File: src/hw/rtl/pfc_pkg.sv
// Shared constants and types for the pixel format converter.
package pfc_pkg;

    localparam int CH_MAX_W = 16;                  // width of one channel maximum field
    localparam int PIX_W    = 32;                  // pixel word width
    localparam int NARROW_W = 16;                  // 16-bit pixel width
    localparam int CFG_W    = 64;
    localparam int CFG_IDX_W = 3;
    localparam int DIV_W    = PIX_W + CH_MAX_W;    // product / dividend width
    localparam int NUM_CH   = 4;

    typedef enum logic [CFG_IDX_W-1:0] {
        REG_SRC_MASK_AR = 3'd0,
        REG_SRC_MASK_GB = 3'd1,
        REG_DST_MASK_AR = 3'd2,
        REG_DST_MASK_GB = 3'd3,
        REG_SRC_LAYOUT  = 3'd4,
        REG_DST_LAYOUT  = 3'd5,
        REG_SRC_MAX     = 3'd6,
        REG_DST_MAX     = 3'd7
    } t_cfg_reg;

    localparam logic [1:0] SIZE_16 = 2'd0;
    localparam logic [1:0] SIZE_32 = 2'd1;

    typedef struct packed {
        logic [CH_MAX_W-1:0] factor;    // multiplier applied to the channel
        logic [CH_MAX_W-1:0] divisor;   // never zero
    } t_scale;

endpackage

File: src/hw/rtl/pfc_scale_lane.sv
// One channel lane: registered multiply, then a one-bit-per-stage restoring divider.
module pfc_scale_lane (
    input  logic                        i_clk,
    input  logic                        i_en,
    input  logic [pfc_pkg::PIX_W-1:0]   i_value,
    input  pfc_pkg::t_scale             i_scale,
    output logic [pfc_pkg::PIX_W-1:0]   o_quotient
);
    import pfc_pkg::*;

    logic [DIV_W-1:0]    r_prod;
    logic [CH_MAX_W-1:0] r_rem [DIV_W];
    logic [DIV_W-1:0]    r_dq  [DIV_W];

    always_ff @(posedge i_clk) begin
        if (i_en) begin
            r_prod <= DIV_W'(i_value) * DIV_W'(i_scale.factor);
        end
    end

    genvar g;
    generate
        for (g = 0; g < DIV_W; g++) begin : g_stage
            logic [CH_MAX_W-1:0] rem_in;
            logic [DIV_W-1:0]    dq_in;
            logic [CH_MAX_W:0]   trial;
            logic [CH_MAX_W:0]   diff;
            logic                ge;
            logic [CH_MAX_W-1:0] n_rem;
            logic [DIV_W-1:0]    n_dq;

            if (g == 0) begin : g_first
                assign rem_in = '0;
                assign dq_in  = r_prod;
            end else begin : g_next
                assign rem_in = r_rem[g-1];
                assign dq_in  = r_dq[g-1];
            end

            always_comb begin
                trial = {rem_in, dq_in[DIV_W-1]};
                diff  = trial - {1'b0, i_scale.divisor};
                ge    = (trial >= {1'b0, i_scale.divisor});
                n_rem = ge ? diff[CH_MAX_W-1:0] : trial[CH_MAX_W-1:0];
                n_dq  = {dq_in[DIV_W-2:0], ge};
            end

            always_ff @(posedge i_clk) begin
                if (i_en) begin
                    r_rem[g] <= n_rem;
                    r_dq[g]  <= n_dq;
                end
            end
        end
    endgenerate

    assign o_quotient = r_dq[DIV_W-1][PIX_W-1:0];

endmodule
File: config.mk
export PLATFORM = sky130hd
export DESIGN_NAME = pfc_scale_lane
export DESIGN_NICKNAME = d
export VERILOG_FILES = /design/src/hw/rtl/pfc_pkg.sv /design/src/hw/rtl/pfc_scale_lane.sv
export SDC_FILE = /design/constraint.sdc
export NUM_CORES = 2
export LEC_CHECK = 0
export ABC_AREA = 1
export BUFFER_PORTS_ARGS = -buffer_cell sky130_fd_sc_hd__buf_4
export CELL_PAD_IN_SITES_DETAIL_PLACEMENT = 0
export CELL_PAD_IN_SITES_GLOBAL_PLACEMENT = 1
export CORE_UTILIZATION = 40
export DETAILED_ROUTE_END_ITERATION = 8
export PLACE_DENSITY_LB_ADDON = 0.1
export SLEW_MARGIN = 25
export SYNTH_ARGS = -nofsm -noshare
export SYNTH_HDL_FRONTEND = slang
export SYNTH_SLANG_ARGS = --single-unit
File: constraint.sdc
create_clock -name i_clk -period 7 [get_ports i_clk]
set_input_delay 0.35 -clock i_clk [delete_from_list [all_inputs] [get_ports i_clk]]
set_output_delay 0.35 -clock i_clk [all_outputs]
set_load 0.02 [all_outputs]
Word-level counts from Yosys, hierarchy flattened. Memories as Yosys holds them, arrays and structs flattened. Index checks and enable logic that the tools add are counted.

Logic and storage cells: 150. Flip-flop bits (word level): 48. Input bits: 66. RAM bits: 3072. Output and inout port bits: 32. Memories: 2.

Multiply operators: 1. $lt $le $gt $ge: 48. Add/subtract/negate cells: 48. Muxes and demuxes: 50.

Memory list: r_dq (depth 48, width 48, rd ports 48, clocked after Yosys merged registers in 0, wr ports 48, RTL line pfc_scale_lane.sv:13) `logic [DIV_W-1:0] r_dq [DIV_W];`; r_rem (depth 48, width 16, rd ports 47, clocked after Yosys merged registers in 0, wr ports 48, RTL line pfc_scale_lane.sv:12) `logic [CH_MAX_W-1:0] r_rem [DIV_W];`.

Operators with widths (count): >= comparator 17 x 16 -> 1 bit (47); two-way mux 16 bit (48); subtractor 16 bit (47); multiplier 32 x 16 -> 48 bit (1); >= comparator 1 x 16 -> 1 bit (1); subtractor 1 x 16 -> 16 bit (1); two-way mux 1 bit (2).

Depth between registers and ports, before layout. An unclocked memory read counts as a cell.

Depth in word-level cells: 3. Gate-level depth with buffers: 29. Gate-level depth less buffers: 27.

Worst setup path before layout. OpenSTA, ideal clock, no wires.

Kind: input to register. Start: input i_value[5] in the netlist's numbering. End: register r_prod[38] (netlist: g_stage[0].dq_in[38]), data pin. Library setup time: 252 ps. Setup slack: 1349 ps. Data required time: 6748 ps. Path buffers: 2. Arrival time: 5398 ps. Cell stages on the path: 24. Cell sequence: clkbuf_1 clkbuf_1 nand2_1 fa_1 inv_1 fa_1 inv_1 fa_1 inv_1 fa_1 fa_1 inv_1 fa_1 inv_1 ha_1 nand2_1 nor2_1 inv_1 nor2_1 nand3b_1 nand3_1 nand2_1 nand3_1 nand2_1.

Longest elaborated chain between the ends: 1.

RTL lines: from (decl) (RTL line pfc_scale_lane.sv:5) `input logic [pfc_pkg::PIX_W-1:0] i_value,`; multiplier 32 x 16 -> 48 bit (RTL line pfc_scale_lane.sv:17) `r_prod <= DIV_W'(i_value) * DIV_W'(i_scale.factor);`; to (signal assigned) (RTL line pfc_scale_lane.sv:17); to (decl) (RTL line pfc_scale_lane.sv:11) `logic [DIV_W-1:0] r_prod;`.

Every way passes these cells. A chain may end at the register's enable or synchronous reset.

Final worst setup path.
Start: input i_value[0] in the netlist's numbering. End: register r_prod[23] (netlist: g_stage[0].dq_in[23]), data pin.

The elaborated chain is that of the path after synthesis.

==> results.md <==
* Kind of critical path: input port to flip-flop
* Via count at 99600
* Cells after Synth at 14600
* Final #Nets at 16300
* Pwr Total at 81.5 mW
* WL/cell at 19.2 um
* Number of global-route vias before repair at 99400
* Placed insts at 19300
* Routed WL at 381000 um
* Worst path arrival time at 6.46 ns
* Slew headroom at 23.5%
* Maximum clock path buffer count at 4
* Largest net degree at the start of global routing at 162
* Required time of the critical path at 7.66 ns
* Synth area leader: edfxtp_1
* Final ANT Viol Nets at 0
* PostCTS Resize Cnt at 0
* Worst-skew pair later-pin latency at 0.93 ns
* Final period util at 82.8%
* DRC at 0
* Min Clock Period, post-route at 5.79 ns
* Die area at 359000 sq um
* Root Buffer: clkbuf_16
* Worst Skew at 0.0607 ns
* Setup-failing EPs final at 0
* Core area at 354000 sq um
* Die W at 599 um
* Non-Filler Instances at 19800
* Final GP Congestion at 0.879
* Ys Warns at 0
* Non-Filler Cell Area, Final at 158000 sq um
* Site row count at 218
* Grt total ovfl at 0
* RR Startpoint: g_stage[0].dq_in[47]$_DFFE_PP_
* Max-Cap Viols at 0
* Die H at 599 um
* Outcome: finished, final reports clean
* Synth unique cells at 42
* Post-synthesis cell area at 143000 sq um
* Setup tns final at 0 ns
* Ys async rst share at 0%
* Seq/Total Area, Yosys at 51.7%
* RSZ-0062 raised after global routing: false
* Critical Path Start Type: input port
* Ports at 98
* Fin. max-slew vios at 0
* Area Growth Syn to Fin at 10.8%
* Worst-path clk slew at 0.06 ns
* Hold Path Class: input port to flip-flop
* I/O Buffers at 97
* Dpl cell area at 149000 sq um
* Commonest non-fill, non-tap cell in the layout: nand2_1
* Leak at 72.0 nW
* Top_reg_cell synth: edfxtp_1
* Clk sinks at 2456
* Avg Cell Area, Syn at 9.73 sq um
* Crit path launch: i_value[0]
* CTS buffer count at 284
* Initial core utilization at 40.3%
* Synth Net Count at 16100
* Final hold violations at 0
* Slew @ Worst Pin at 1.14 ns
* Iteration-0 DRC count of the detailed router at 7018
* Fmax at 0.173 GHz
* Top cell type's share of synthesized area at 51.7%
* Post-synth EDFFs at 2456
* Final Util at 44.7%
* First-pass GRT wire length at 587000 um
* Synth area leaders: edfxtp_1 (52%), nand2_1 (12%), ha_1 (7.7%), fa_1 (6.5%), inv_1 (5.2%)
* Maximum vdd drop at 0.445 mV
* Share of layout cells above drive strength 1 at 6.13%
* DP Wirelength at 270000 um
* Number of iterations in the first detailed-routing pass at 6
* Global Route Usage Sum at 21.1%
* Commonest cells after routing, fill and taps aside: nand2_1 (4585), edfxtp_1 (2456), inv_1 (1965)
* CTS H-tree lvls at 5
* CTS tree: done
* P per Cell Area at 516 nW/um^2
* Hold path start: i_scale[1]
* Flops & latches, synth at 2456
* Vias per inst at 5.03
* Crit path capture type: flip-flop
* Critical-path maximum fanout at 16
* Initial antenna violation count at 11
flip-flops by register name, summed over array words and instances, names as in the netlist:
register and cells:
r_dq 1656, r_rem 752, g_stage.dq_in 48
through the flow:
stage / hold slack [ns] / setup slack (ns)
2_1_floorplan: 0.400 / 1.35
3_3_place_gp: 0.400 / 0.636
3_5_place_dp: 0.405 / 0.655
4_1_cts: 0.0299 / 1.31
5_1_grt: 0.101 / 1.00
6_report: 0.111 / 1.21
final timing paths:
path	end	slack (ns)	depth (start not counted)
setup / recovery	g_stage[0].dq_in[23]$_DFFE_PP_	1.21	20
hold / removal	r_rem[1][97]$_DFFE_PP_	0.11	5
setup reg to reg	r_rem[0][8]$_SDFFCE_PP0P_	3.83	8
hold reg to reg	r_dq[0][318]$_DFFE_PP_	0.36	0
final cells by class:
cell class	count	area, sq um
Fill cell	33700	196000
Tap cell	4730	5920
Antenna cell	3	7.51
Inverter	1982	7470
Clock buffer	327	7330
Multi-Input combinational cell	9957	59900
Sequential cell	2456	73800
Clock inverter	175	1990
Timing Repair Buffer	169	1590
Yosys cell counts, types with 43 or more instances:
library cell and instances:
nand2_4 82, a21oi_1 753, ha_1 874, nand2_2 110, buf_2 72, xor2_1 252, nor3_1 141, fa_1 464
clkbuf_1 112, xnor2_1 98, inv_1 1980, nand2_1 4585, edfxtp_1 2456, nand4_1 60, and2_1 94, o21ai_0 355
nor2_1 621, nand3_1 1233, o21ai_2 46, buf_6 43
power breakdown:
| part | switching (mW) | internal [mW] | leakage, nW | total, mW |
|---|---|---|---|---|
| combinational | 28.9 | 14.1 | 43.4 | 43.0 |
| clock | 6.22 | 8.68 | 4.49 | 14.9 |
| sequential | 2.08 | 21.5 | 24.1 | 23.6 |
cells by family after synthesis:
| group | count (synthesis) | share of synthesized area (%) |
|---|---|---|
| AO/OA/AOI/OAI | 1279 | 5.00 |
| XOR/XNOR | 350 | 2.15 |
| adder cells (fa/ha/maj) | 1338 | 14.2 |
| buffers and inverters | 2233 | 6.25 |
| flip-flops | 2456 | 51.7 |
| AND/OR/NAND/NOR | 6990 | 20.7 |
metal layers:
metal  vias to the layer above  share of wire (%)  GRT usage [%]
li1                      49000                  -              -
met5                         -             0.0034              0
met3                       532                4.5           2.60
met2                      2104                 46           34.2
met4                         2                2.4           5.22
met1                     47900                 47           29.9
worst max-delay path: stages:
cell	delay [ns]
dlygate4sd3_1	0.53
buf_4	0.31
nand2_1	0.13
fa_1	0.53
fa_1	0.54
inv_1	0.07
fa_1	0.51
fa_1	0.53
fa_1	0.54
inv_1	0.06
fa_1	0.54
inv_1	0.06
ha_1	0.37
nand2_1	0.15
nor2_1	0.25
inv_1	0.07
nor2_1	0.26
nand3b_1	0.11
nand3_1	0.15
xor2_1	0.39
what timing repair did:
action / 4_1_cts / 5_1_grt
endpoints found under the setup margin: 0 / 0
hold endpoints to repair: 19 / 0
setup buffers: 0 / 0
hold buffers: 3 / 0
No activity file was read; power rests on OpenSTA's default activity.
